$ cat src/sv/ils_pkg.sv
// Shared types, constants and the switch debounce step for the launch sequencer.
package ils_pkg;

  localparam int NumPads        = 5;
  localparam int TicksPerSecond = 1000;
  localparam int NumSwitches    = 4;

  localparam int CountdownW = 7;
  localparam int DebounceW  = 10;
  localparam int TickW      = 10;
  localparam int SecondsW   = 7;
  localparam int PadIdxW    = 3;
  localparam int PadW       = 5;
  localparam int CfgDataW   = 10;

  localparam logic [DebounceW-1:0] CountMax   = '1;
  localparam logic [TickW-1:0]     TickLast   = TickW'(TicksPerSecond - 1);
  localparam logic [SecondsW-1:0]  SecondsMax = '1;
  localparam logic [PadIdxW-1:0]   PadsDone   = PadIdxW'(NumPads);

  // Configuration register indexes
  typedef enum logic {
    REG_COUNTDOWN = 1'b0,
    REG_DEBOUNCE  = 1'b1
  } cfg_reg_t;

  // Debouncer slots
  typedef enum logic [1:0] {
    SW_KEY    = 2'd0,
    SW_ENABLE = 2'd1,
    SW_LAUNCH = 2'd2,
    SW_ESTOP  = 2'd3
  } switch_t;

  typedef struct packed {
    logic                 key_level;
    logic                 enable_level;
    logic                 launch_level;
    logic                 estop_level;
    logic [PadW-1:0]      pad_levels;
  } item_t;

  typedef struct packed {
    logic                 system_on;
    logic                 stopped;
    logic                 launch_enabled;
    logic                 sequence_running;
    logic [PadIdxW-1:0]   current_pad;
    logic                 countdown_active;
    logic [SecondsW-1:0]  seconds_remaining;
    logic [SecondsW-1:0]  pad_seconds;
    logic                 fire;
    logic [PadIdxW-1:0]   fire_pad;
    logic                 connect_request;
  } result_t;

  typedef struct packed {
    logic                 last;
    logic [DebounceW-1:0] count;
    logic                 stable;
    logic                 accepted;
  } debounce_t;

  // One tick of a debouncer that tracks the last raw reading.
  function automatic debounce_t debounce_step(
    input logic                 raw,
    input logic                 last,
    input logic [DebounceW-1:0] count,
    input logic                 stable,
    input logic [DebounceW-1:0] thresh
  );
    debounce_t d;
    d.last     = last;
    d.count    = count;
    d.stable   = stable;
    d.accepted = 1'b0;
    if (raw != last) begin
      d.last  = raw;
      d.count = '0;
    end else if (count != CountMax) begin
      d.count = count + 1'b1;
    end
    if ((d.count >= thresh) && (raw != stable)) begin
      d.stable   = raw;
      d.accepted = 1'b1;
    end
    return d;
  endfunction

endpackage

$ cat src/sv/interlocked_launch_sequencer_unit.sv
// Top level of the interlocked launch sequencer: debouncers, latches and pad sequencer.
//
// A tick beat taken into the input register passes through one pass of logic
// into the result register, where it appears as a result beat.
// One tick beat is taken per cycle unless out_stall holds the result beat.
// Reset (rst, synchronous, active high): latches, sequencer and debouncers are
// cleared, switches read as released, countdown 5 s and debounce 50 ticks.
module interlocked_launch_sequencer_unit (
  input  logic                           clk,
  input  logic                           rst,
  // tick channel
  input  logic                           in_valid,
  output logic                           in_stall,
  input  logic                           key_level,
  input  logic                           enable_level,
  input  logic                           launch_level,
  input  logic                           estop_level,
  input  logic [ils_pkg::PadW-1:0]       pad_levels,
  // result channel
  output logic                           out_valid,
  input  logic                           out_stall,
  output logic                           system_on,
  output logic                           stopped,
  output logic                           launch_enabled,
  output logic                           sequence_running,
  output logic [ils_pkg::PadIdxW-1:0]    current_pad,
  output logic                           countdown_active,
  output logic [ils_pkg::SecondsW-1:0]   seconds_remaining,
  output logic [ils_pkg::SecondsW-1:0]   pad_seconds,
  output logic                           fire,
  output logic [ils_pkg::PadIdxW-1:0]    fire_pad,
  output logic                           connect_request,
  // configuration write channel
  input  logic                           cfg_valid,
  output logic                           cfg_ready,
  input  logic                           cfg_index,
  input  logic [ils_pkg::CfgDataW-1:0]   cfg_data
);

  // ---------------------------------------------------------------------------
  // Configuration registers
  // ---------------------------------------------------------------------------
  logic [ils_pkg::CountdownW-1:0] countdown_seconds;
  logic [ils_pkg::DebounceW-1:0]  debounce_ticks;

  // ---------------------------------------------------------------------------
  // Control state
  // ---------------------------------------------------------------------------
  logic                           stop_latch,        stop_latch_next;
  logic                           power_on,          power_on_next;
  logic                           armed,             armed_next;
  logic                           running,           running_next;
  logic [ils_pkg::PadIdxW-1:0]    pad_index,         pad_index_next;
  logic                           countdown_started, countdown_started_next;
  logic [ils_pkg::TickW-1:0]      sub_second_ticks,  sub_second_ticks_next;
  logic [ils_pkg::SecondsW-1:0]   elapsed_seconds,   elapsed_seconds_next;
  logic [ils_pkg::PadW-1:0]       pad_levels_held,   pad_levels_held_next;

  // Debouncer state, one slot per switch
  logic                           sw_stable   [ils_pkg::NumSwitches];
  logic                           sw_last_raw [ils_pkg::NumSwitches];
  logic [ils_pkg::DebounceW-1:0]  sw_count    [ils_pkg::NumSwitches];

  // ---------------------------------------------------------------------------
  // Pipeline: input register -> step logic -> result register
  // ---------------------------------------------------------------------------
  ils_pkg::item_t   s1_item;
  logic             s1_valid;
  ils_pkg::result_t res, res_next;
  logic             out_advance;
  logic             step;

  // Result register frees when empty or being taken this cycle.
  assign out_advance = !out_valid || !out_stall;
  // A tick held in the input register is retired into the result register.
  assign step        = s1_valid && out_advance;
  // Input register is free unless it holds a tick that cannot move on.
  assign in_stall    = s1_valid && !out_advance;
  assign cfg_ready   = 1'b1;

  // Every debouncer is evaluated each tick; the stop latch decides below
  // whether the key, enable and launch slots keep their update.
  ils_pkg::debounce_t db_estop, db_key, db_enable, db_launch;

  assign db_estop  = ils_pkg::debounce_step(s1_item.estop_level,
                       sw_last_raw[ils_pkg::SW_ESTOP], sw_count[ils_pkg::SW_ESTOP],
                       sw_stable[ils_pkg::SW_ESTOP], debounce_ticks);
  assign db_key    = ils_pkg::debounce_step(s1_item.key_level,
                       sw_last_raw[ils_pkg::SW_KEY], sw_count[ils_pkg::SW_KEY],
                       sw_stable[ils_pkg::SW_KEY], debounce_ticks);
  assign db_enable = ils_pkg::debounce_step(s1_item.enable_level,
                       sw_last_raw[ils_pkg::SW_ENABLE], sw_count[ils_pkg::SW_ENABLE],
                       sw_stable[ils_pkg::SW_ENABLE], debounce_ticks);
  assign db_launch = ils_pkg::debounce_step(s1_item.launch_level,
                       sw_last_raw[ils_pkg::SW_LAUNCH], sw_count[ils_pkg::SW_LAUNCH],
                       sw_stable[ils_pkg::SW_LAUNCH], debounce_ticks);

  // Held pad levels widened to the pad index range; missing pads read as armed.
  logic [(1 << ils_pkg::PadIdxW)-1:0] pads_wide;
  logic                               pad_armed;
  logic                               seq_enable;

  assign pads_wide = {{((1 << ils_pkg::PadIdxW) - ils_pkg::PadW){1'b0}},
                      pad_levels_held_next};

  always_comb begin
    stop_latch_next        = stop_latch;
    power_on_next          = power_on;
    armed_next             = armed;
    running_next           = running;
    pad_index_next         = pad_index;
    countdown_started_next = countdown_started;
    sub_second_ticks_next  = sub_second_ticks;
    elapsed_seconds_next   = elapsed_seconds;
    pad_levels_held_next   = pad_levels_held;
    pad_armed              = 1'b0;
    seq_enable             = 1'b0;
    res_next               = '0;

    // Emergency stop: a press edge toggles the latch; setting it halts a run.
    if (db_estop.accepted && !db_estop.stable) begin
      stop_latch_next = !stop_latch;
      if (stop_latch_next) begin
        running_next = 1'b0;
      end
    end

    if (!stop_latch_next) begin
      // Key: on powers up (and asks for a link), off drops power, arming and any run.
      if (db_key.accepted) begin
        if (!db_key.stable) begin
          if (!power_on_next) begin
            power_on_next            = 1'b1;
            res_next.connect_request = 1'b1;
          end
        end else begin
          power_on_next = 1'b0;
          armed_next    = 1'b0;
          running_next  = 1'b0;
        end
      end

      // Enable acts even with power off.
      if (db_enable.accepted) begin
        armed_next = !db_enable.stable;
      end

      if (power_on_next) begin
        pad_levels_held_next = s1_item.pad_levels;
      end

      // Launch press starts a fresh run from pad 0.
      if (db_launch.accepted && armed_next && !db_launch.stable && !running_next) begin
        running_next           = 1'b1;
        pad_index_next         = '0;
        countdown_started_next = 1'b0;
        sub_second_ticks_next  = '0;
        elapsed_seconds_next   = '0;
      end

      seq_enable = running_next;
    end

    // One sequencer step
    if (seq_enable) begin
      if (pad_index_next < ils_pkg::PadsDone) begin
        pad_armed = !pads_wide[pad_index_next];
        if (pad_armed) begin
          if (!countdown_started_next) begin
            countdown_started_next = 1'b1;
            sub_second_ticks_next  = '0;
            elapsed_seconds_next   = '0;
          end
          // Time left is positive exactly while whole seconds elapsed are short
          // of the countdown; the sub-second part only trims the floor by one.
          if (countdown_seconds > elapsed_seconds_next) begin
            res_next.countdown_active  = 1'b1;
            res_next.seconds_remaining = countdown_seconds - elapsed_seconds_next
                                         - ils_pkg::SecondsW'(sub_second_ticks_next != '0);
            res_next.pad_seconds       = elapsed_seconds_next;
            if (sub_second_ticks_next == ils_pkg::TickLast) begin
              sub_second_ticks_next = '0;
              if (elapsed_seconds_next != ils_pkg::SecondsMax) begin
                elapsed_seconds_next = elapsed_seconds_next + 1'b1;
              end
            end else begin
              sub_second_ticks_next = sub_second_ticks_next + 1'b1;
            end
          end else begin
            res_next.fire          = 1'b1;
            res_next.fire_pad      = pad_index_next;
            pad_index_next         = pad_index_next + 1'b1;
            countdown_started_next = 1'b0;
          end
        end else begin
          // Unarmed pad is skipped.
          pad_index_next         = pad_index_next + 1'b1;
          countdown_started_next = 1'b0;
        end
      end else begin
        running_next = 1'b0;
      end
    end

    res_next.system_on        = power_on_next;
    res_next.stopped          = stop_latch_next;
    res_next.launch_enabled   = armed_next;
    res_next.sequence_running = running_next;
    res_next.current_pad      = pad_index_next;
  end

  // ---------------------------------------------------------------------------
  // Registers
  // ---------------------------------------------------------------------------
  always_ff @(posedge clk) begin
    if (rst) begin
      s1_valid          <= 1'b0;
      out_valid         <= 1'b0;
      countdown_seconds <= ils_pkg::CountdownW'(5);
      debounce_ticks    <= ils_pkg::DebounceW'(50);
      stop_latch        <= 1'b0;
      power_on          <= 1'b0;
      armed             <= 1'b0;
      running           <= 1'b0;
      pad_index         <= '0;
      countdown_started <= 1'b0;
      sub_second_ticks  <= '0;
      elapsed_seconds   <= '0;
      pad_levels_held   <= '0;
      for (int i = 0; i < ils_pkg::NumSwitches; i++) begin
        sw_stable[i]   <= 1'b1;
        sw_last_raw[i] <= 1'b1;
        sw_count[i]    <= '0;
      end
    end else begin
      // input register
      if (in_valid && !in_stall) begin
        s1_valid <= 1'b1;
        s1_item  <= '{key_level:    key_level,
                      enable_level: enable_level,
                      launch_level: launch_level,
                      estop_level:  estop_level,
                      pad_levels:   pad_levels};
      end else if (out_advance) begin
        s1_valid <= 1'b0;
      end

      // result register
      if (out_advance) begin
        out_valid <= s1_valid;
      end

      if (step) begin
        res               <= res_next;
        stop_latch        <= stop_latch_next;
        power_on          <= power_on_next;
        armed             <= armed_next;
        running           <= running_next;
        pad_index         <= pad_index_next;
        countdown_started <= countdown_started_next;
        sub_second_ticks  <= sub_second_ticks_next;
        elapsed_seconds   <= elapsed_seconds_next;
        pad_levels_held   <= pad_levels_held_next;

        sw_last_raw[ils_pkg::SW_ESTOP] <= db_estop.last;
        sw_count[ils_pkg::SW_ESTOP]    <= db_estop.count;
        sw_stable[ils_pkg::SW_ESTOP]   <= db_estop.stable;
        // Other debouncers freeze while the stop latch is set.
        if (!stop_latch_next) begin
          sw_last_raw[ils_pkg::SW_KEY]    <= db_key.last;
          sw_count[ils_pkg::SW_KEY]       <= db_key.count;
          sw_stable[ils_pkg::SW_KEY]      <= db_key.stable;
          sw_last_raw[ils_pkg::SW_ENABLE] <= db_enable.last;
          sw_count[ils_pkg::SW_ENABLE]    <= db_enable.count;
          sw_stable[ils_pkg::SW_ENABLE]   <= db_enable.stable;
          sw_last_raw[ils_pkg::SW_LAUNCH] <= db_launch.last;
          sw_count[ils_pkg::SW_LAUNCH]    <= db_launch.count;
          sw_stable[ils_pkg::SW_LAUNCH]   <= db_launch.stable;
        end
      end

      // configuration writes
      if (cfg_valid && cfg_ready) begin
        case (ils_pkg::cfg_reg_t'(cfg_index))
          ils_pkg::REG_COUNTDOWN: countdown_seconds <= cfg_data[ils_pkg::CountdownW-1:0];
          ils_pkg::REG_DEBOUNCE:  debounce_ticks    <= cfg_data[ils_pkg::DebounceW-1:0];
          default: ;
        endcase
      end
    end
  end

  // ---------------------------------------------------------------------------
  // Result ports
  // ---------------------------------------------------------------------------
  assign system_on         = res.system_on;
  assign stopped           = res.stopped;
  assign launch_enabled    = res.launch_enabled;
  assign sequence_running  = res.sequence_running;
  assign current_pad       = res.current_pad;
  assign countdown_active  = res.countdown_active;
  assign seconds_remaining = res.seconds_remaining;
  assign pad_seconds       = res.pad_seconds;
  assign fire              = res.fire;
  assign fire_pad          = res.fire_pad;
  assign connect_request   = res.connect_request;

endmodule

$ cat config.mk
export PLATFORM = sky130hd
export DESIGN_NAME = interlocked_launch_sequencer_unit
export DESIGN_NICKNAME = d
export VERILOG_FILES = /design/src/sv/ils_pkg.sv /design/src/sv/interlocked_launch_sequencer_unit.sv
export SDC_FILE = /design/constraint.sdc
export NUM_CORES = 1
export LEC_CHECK = 0
export ABC_AREA = 1
export BUFFER_PORTS_ARGS = -buffer_cell sky130_fd_sc_hd__buf_2
export CORE_UTILIZATION = 40
export DETAILED_ROUTE_END_ITERATION = 7
export PLACE_DENSITY_LB_ADDON = 0.12
export SYNTH_ARGS = -nofsm -noshare
export SYNTH_HDL_FRONTEND = slang
export SYNTH_SLANG_ARGS = --single-unit
$ cat constraint.sdc
create_clock -name clk -period 7.35 [get_ports clk]
set_clock_uncertainty 0.1 [all_clocks]
set_input_delay 0.735 -clock clk [delete_from_list [all_inputs] [get_ports clk]]
set_output_delay 0.735 -clock clk [all_outputs]
set_load 0.02 [all_outputs]
**Word level (Yosys, flattened, before mapping)**

Memory sizes are Yosys's and may differ from the RTL's.
Cells that the tools add are included.
W data, S select, Z words.

- Bits in registers: 85
- Bits in latches: 0
- RAM bits: 48
- ROM bits: 0
- Output and inout bits: 30
- Memories: 3

- $add $sub $neg: 9
- Multipliers: 0
- Div/mod/pow operators: 0
- $lt $le $gt $ge: 7
- Eq/ne operators: 14
- Shift operators: 0
- Multiplexer cells: 101
- Bitwise gates (word level): 18
- Reductions and logical operators: 31

Memory list:

| memory | words | width | rd ports | clocked after Yosys merged registers in | wr ports | line | text |
|---|---|---|---|---|---|---|---|
| sw_count | 4 | 10 | 4 | 0 | 4 | interlocked_launch_sequencer_unit.sv:62 | `logic [ils_pkg::DebounceW-1:0] sw_count [ils_pkg::NumSwitches];` |
| sw_last_raw | 4 | 1 | 4 | 0 | 4 | interlocked_launch_sequencer_unit.sv:61 | `logic sw_last_raw [ils_pkg::NumSwitches];` |
| sw_stable | 4 | 1 | 4 | 0 | 4 | interlocked_launch_sequencer_unit.sv:60 | `logic sw_stable [ils_pkg::NumSwitches];` |

Operator list:

| kind | count |
|---|---|
| $mux W10 | 23 |
| $mux W7 | 12 |
| $mux W1 | 51 |
| $add A10 B1 Y10 const B | 5 |
| $ge A10 B10 Y1 | 4 |
| $ne A10 B10 Y1 const B | 4 |
| $mux W3 | 6 |
| $mux W15 | 1 |
| $or A1 B1 Y1 | 12 |
| $logic_and A1 B1 Y1 | 11 |
| $eq A10 B10 Y1 const B | 1 |
| $mux W5 | 2 |
| $reduce_bool A10 Y1 | 1 |
| $logic_not A1 Y1 | 9 |
| $mux W2 | 4 |
| $ne A1 B1 Y1 | 8 |
| $reduce_and A2 Y1 | 4 |
| $reduce_or A4 Y1 | 2 |
| $add A7 B1 Y7 const B | 1 |
| $gt A7 B7 Y1 | 1 |
| $ne A7 B7 Y1 const B | 1 |
| $sub A7 B1 Y7 | 1 |
| $sub A7 B7 Y7 | 1 |
| $not A1 Y1 | 6 |
| 8 further kinds | 9 |

**Depth between registers and ports, before layout**

An unclocked memory read counts as a cell.

- Depth in word-level cells: 29
- Gate-level depth with buffers: 47
- Depth with buffers taken out: 46

**Worst setup path before layout**

OpenSTA, ideal clock, no wires.

- Kind: register to register
- Start point: mem sw_count[0][10] (netlist bit)
- End point: reg res (netlist bit seconds_remaining[6]), data pin
- Arrival time: 5679 ps
- Slack: 1317 ps
- Cell stages (with the launch flop): 37
- Path buffers: 1
- Period minus slack after synthesis: 6033 ps
- Cells stage by stage: edfxtp_1 -> ha_1 -> inv_1 -> nor3_1 -> nand2_1 -> nor2_1 -> nand2_1 -> nor3_1 -> inv_1 -> a21oi_1 -> o21ai_0 -> ha_1 -> o21ai_1 -> nand2_1 -> nand3_1 -> nand3_1 -> nand2_1 -> nand4_2 -> nor2_4 -> buf_2 -> nor2_1 -> inv_1 -> a31oi_1 -> or3_1 -> fa_1 -> inv_1 -> ha_1 -> nor2_1 -> inv_1 -> fa_1 -> nor2_1 -> inv_1 -> a21oi_1 -> nor2_1 -> o21ai_0 -> a21o_1 -> a21oi_2

RTL lines:

| element | line | text |
|---|---|---|
| start: declaration | interlocked_launch_sequencer_unit.sv:62 |  |
| end signal: assignment | interlocked_launch_sequencer_unit.sv:254 | `res <= res_next;` |
| end: declaration | interlocked_launch_sequencer_unit.sv:69 | `ils_pkg::result_t res, res_next;` |

==> results.txt <==
----------------------------------------------------
[Synth]
  Count of flip-flops with a built-in enable after synthesis ... 84
  Total number of yosys warnings ... 0
  Async set-or-reset flop fraction in the synthesized netlist ... 0%
  Synthesized netlist cell count ... 1099
  Sequential fraction of the synthesis area ... 40.5%
  Number of library cell types mapped by synthesis ... 54
  Most used DFF post-synth ... sky130_fd_sc_hd__edfxtp_1
  Synthesized netlist net count ... 1191
  Flops & latches, synth ... 133
  Cell Area, Synth ... 8660 um^2
  Mean Syn Cell Area ... 7.88 um^2
  Biggest area consumer among synthesized cells ... sky130_fd_sc_hd__edfxtp_1
  Yosys top cell area share ... 29.1%
  Cell types occupying the most area after synthesis ... sky130_fd_sc_hd__edfxtp_1 (29%), sky130_fd_sc_hd__dfxtp_1 (11%), sky130_fd_sc_hd__ha_1 (9.4%)

[Timing]
  Final Setup Violations ... 0
  Max transition margin ... 31.9%
  Ratio of final minimum period to clock period ... 90.0%
  F_max ... 0.151 GHz
  Unrepaired setup endpoints after global routing ... no
  Worst Max-Slew Pin Slew ... 1.02 ns
  Final worst path period need ... 6.61 ns
  Number of max-slew violations in the final report ... 0
  Total Negative Setup Slacks ... 0 ns
  Hold Worst Slack ... 0.354 ns
  Count of endpoints failing hold in the final timing report ... 0

[GRT]
  First-pass GRT wire length ... 34300 um
  Vias in the first global route ... 6899
  Overall global routing resource usage ... 19.6%
  Largest net degree at the start of global routing ... 44
  Initial antenna violation count ... 0
  Overflow left after global routing ... 0

[Placement]
  Routability-driven placement congestion ratio ... 0.814
  HPWL after detailed placement ... 15000 um
  IO Port Bufs ... 53

[Clock network]
  CTS sink cnt ... 133
  TritonCTS clock tree ... built
  Post-CTS setup-driven buffer insertion count ... 0
  Clock-pin transition on the worst setup and hold timing paths ... 0.06 ns
  Longest Clk Path Bufs ... 2
  # H-tree levels ... 4
  Clk Tree Root Cell ... sky130_fd_sc_hd__clkbuf_16
  Number of buffers added by the clock tree synthesis step ... 17
  Cts hold-fix bufs ... 0
  Clock insertion delay at the later pin of the skew report ... 0.42 ns

[Cells and area]
  Area grow syn2layout ... 13.3%
  Share of cells above drive strength 1 ... 13.4%
  Antenna Diode Count ... 0
  Final-stage net count ... 1250
  Filler Cell Count ... 2136

[Routing]
  DRC violations left ... 0
  Drt total wl ... 20300 um
  Wire length per cell ... 14.0 um
  Count of nets left with antenna violations after detail routing ... 0
  Initial DRT Pass Iterations ... 5
  Initial DRC Count ... 423
  Number of vias in the routed layout ... 7171
  Mean number of vias per cell ... 4.96

[Die]
  Area of the core ... 21200 um^2
  Overall die area ... 22200 um^2
  Starting Density ... 40.9%
  Die span in x ... 149 um
  Die outline height ... 149 um
  Standard-cell row count ... 53
  I/O pin total ... 55

[Setup path]
  Launching element type of the critical path ... register
  CP endpoint kind ... register
  Class of the most critical setup path ... register to register
  Slowest CP cell ... sky130_fd_sc_hd__fa_1
  Highest cell delay on the worst timing path ... 0.53 ns
  Req. time, crit path ... 7.42 ns
  Arrival time at the worst endpoint ... 6.68 ns
  Critical Path Fanout Max ... 11

[Power and ir drop]
  Net switching power of the design ... 538 uW
  Proportion of power drawn by combinational gates ... 13.9%
  Lkg Pwr ... 0.00418 uW
  Worst IR Drop VDD ... 0.000157 V
  Areal power density over the cells ... 197 nW/um^2
  Fraction of power spent switching nets ... 27.9%
  Part of the power in the clock network ... 42.2%
  Internal power summed over all cells ... 1390 uW
  Portion of total power attributed to sequential cells ... 43.9%

[Flow run]
  Max-cap violations ... 0

[Min path]
  Kind of path behind the tightest hold check ... register to register

[Status]
  Status ... finished clean

----------------------------------------------------
[worst max-delay path, delay by kind of cell (launching register included)]
family / cells / cell delay [ns]
DFF: 1 / 0.40
adders and majority gates: 5 / 1.58
AOI/OAI and AO/OA: 7 / 0.97
and+or+nand+nor: 18 / 2.71
buffers and inverters: 6 / 0.62
[cell families after synthesis]
family / after synthesis / synth area share, %
flops: 133 / 40.5
compound gates: 166 / 10.8
fa+ha+maj: 67 / 9.85
other cells: 1 / 0.0433
mux: 1 / 0.116
simple gates: 498 / 27.0
buf+inv: 208 / 9.18
xor+xnor: 25 / 2.62
[metrics by stage]
step / instances / area (um^2) / utilization, % / power [uW] / worst slack [ns]
2_1_floorplan: 1099 / 8660 / - / 1060 / 1.32
3_3_place_gp: 1414 / 9240 / 43.7 / 1130 / 0.795
4_1_cts: 1446 / 9810 / 46.4 / 1950 / 0.617
6_report: 1446 / 9810 / 46.4 / 1930 / 0.738
5_1_grt: 1446 / 9810 / 46.4 / 2020 / 0.174
3_5_place_dp: 1414 / 9240 / 43.7 / 1130 / 0.633
[state kept, by name, summed over array words and instances (netlist names), 3 cells and up]
register	count
countdown_seconds	7
current_pad	3
debounce_ticks	10
elapsed_seconds	7
fire_pad	3
pad_index	3
pad_levels_held	5
pad_seconds	7
s1_item	9
seconds_remaining	7
sub_second_ticks	10
sw_count	40
sw_last_raw	4
sw_stable	4
[repair_timing]
item	CTS	global route
resized for setup	0	1
hold endpoints to repair	0	0
setup endpoints to repair	0	1
[power by group through the flow]
stage          sequential, uW  clock, uW  combinational (uW)
6_report                  848        816                 269
5_1_grt                   852        862                 310
4_1_cts                   848        833                 273
3_5_place_dp              863          0                 271
3_3_place_gp              863          0                 270
2_1_floorplan             865          0                 193
[worst paths after layout]
check	start	end	slack (ns)	depth (start not counted)
hold reg to reg	sub_second_ticks[1]$_SDFFE_PP0P_	sub_second_ticks[1]$_SDFFE_PP0P_	0.35	2
setup reg to reg	sw_count[0][10]$_SDFFCE_PN0P_	seconds_remaining[6]$_SDFFCE_PP0P_	0.74	36
setup / recovery	sw_count[0][10]$_SDFFCE_PN0P_	seconds_remaining[6]$_SDFFCE_PP0P_	0.74	36
hold / removal	sub_second_ticks[1]$_SDFFE_PP0P_	sub_second_ticks[1]$_SDFFE_PP0P_	0.35	2
[cell usage after synthesis (2+ instances only)]
| master | count |
|---|---|
| sky130_fd_sc_hd__xor2_1 | 16 |
| sky130_fd_sc_hd__and2_1 | 9 |
| sky130_fd_sc_hd__or2_2 | 5 |
| sky130_fd_sc_hd__o21ai_1 | 16 |
| sky130_fd_sc_hd__nand3_2 | 7 |
| sky130_fd_sc_hd__nand2_8 | 4 |
| sky130_fd_sc_hd__o21ai_0 | 58 |
| sky130_fd_sc_hd__nor2_2 | 7 |
| sky130_fd_sc_hd__nor4_1 | 17 |
| sky130_fd_sc_hd__edfxtp_1 | 84 |
| sky130_fd_sc_hd__a21o_1 | 3 |
| sky130_fd_sc_hd__inv_2 | 12 |
| sky130_fd_sc_hd__o21a_1 | 3 |
| sky130_fd_sc_hd__o21bai_1 | 4 |
| sky130_fd_sc_hd__dfxtp_1 | 49 |
| sky130_fd_sc_hd__o211ai_1 | 7 |
| sky130_fd_sc_hd__nand2_1 | 201 |
| sky130_fd_sc_hd__clkbuf_1 | 16 |
| sky130_fd_sc_hd__nor3_1 | 36 |
| sky130_fd_sc_hd__a21oi_2 | 3 |
| sky130_fd_sc_hd__a211oi_1 | 3 |
| sky130_fd_sc_hd__nand2_2 | 9 |
| sky130_fd_sc_hd__nand3_1 | 50 |
| sky130_fd_sc_hd__nor2_1 | 129 |
| sky130_fd_sc_hd__fa_1 | 2 |
| sky130_fd_sc_hd__ha_1 | 65 |
| sky130_fd_sc_hd__a21oi_1 | 56 |
| sky130_fd_sc_hd__nor2_4 | 6 |
| sky130_fd_sc_hd__nand4_2 | 2 |
| sky130_fd_sc_hd__nand4_1 | 8 |
| sky130_fd_sc_hd__buf_2 | 2 |
| sky130_fd_sc_hd__a31oi_1 | 2 |
| sky130_fd_sc_hd__inv_1 | 174 |
| sky130_fd_sc_hd__o22ai_1 | 4 |
| sky130_fd_sc_hd__a22o_1 | 2 |
| sky130_fd_sc_hd__clkinv_1 | 2 |
| sky130_fd_sc_hd__nand2_4 | 2 |
| sky130_fd_sc_hd__xnor2_1 | 8 |
[cells in the final DEF (no fill, tap or decap), types with 3 or more instances in the layout]
cell / count
sky130_fd_sc_hd__nand2_1: 201
sky130_fd_sc_hd__xor2_1: 16
sky130_fd_sc_hd__o211ai_1: 7
sky130_fd_sc_hd__buf_2: 53
sky130_fd_sc_hd__or2_2: 5
sky130_fd_sc_hd__o21a_1: 3
sky130_fd_sc_hd__o21bai_1: 4
sky130_fd_sc_hd__nor2_1: 128
sky130_fd_sc_hd__nor2_2: 7
sky130_fd_sc_hd__ha_1: 65
sky130_fd_sc_hd__nand3_1: 50
sky130_fd_sc_hd__clkinv_2: 3
sky130_fd_sc_hd__dfxtp_1: 49
sky130_fd_sc_hd__nand3_2: 7
sky130_fd_sc_hd__nor3_1: 35
sky130_fd_sc_hd__buf_4: 7
sky130_fd_sc_hd__a21oi_1: 56
sky130_fd_sc_hd__nor2_4: 7
sky130_fd_sc_hd__clkinvlp_4: 4
sky130_fd_sc_hd__edfxtp_1: 84
sky130_fd_sc_hd__a21oi_2: 3
sky130_fd_sc_hd__inv_2: 12
sky130_fd_sc_hd__o22ai_1: 4
sky130_fd_sc_hd__a211oi_1: 3
sky130_fd_sc_hd__a21o_1: 3
sky130_fd_sc_hd__and2_1: 9
sky130_fd_sc_hd__clkbuf_16: 19
sky130_fd_sc_hd__nor4_1: 17
sky130_fd_sc_hd__xnor2_1: 8
sky130_fd_sc_hd__o21ai_0: 57
sky130_fd_sc_hd__nand4_1: 8
sky130_fd_sc_hd__nand2_2: 9
sky130_fd_sc_hd__inv_1: 174
sky130_fd_sc_hd__o21ai_1: 16
sky130_fd_sc_hd__nand2_8: 4
[per-layer routing]
metal | wire, um | vias up | track usage [%]
met5 | 0 | - | 0
met4 | 224 | 0 | 5.87
met3 | 810 | 15 | 2.75
met2 | 8780 | 129 | 30.9
met1 | 10400 | 3301 | 27.8
li1 | - | 3726 | -
[cell type report]
cell class / count / area, um^2 / area share [%]
tap: 275 / 344 / 3.51
clock inverter: 10 / 68.8 / 0.701
inverter: 188 / 706 / 7.19
sequential: 133 / 3500 / 35.7
timing repair buffer: 60 / 318 / 3.24
multi-input combinational: 758 / 4380 / 44.6
clock buffer: 22 / 497 / 5.06
Note: power is estimated with default switching activity, not from simulation.
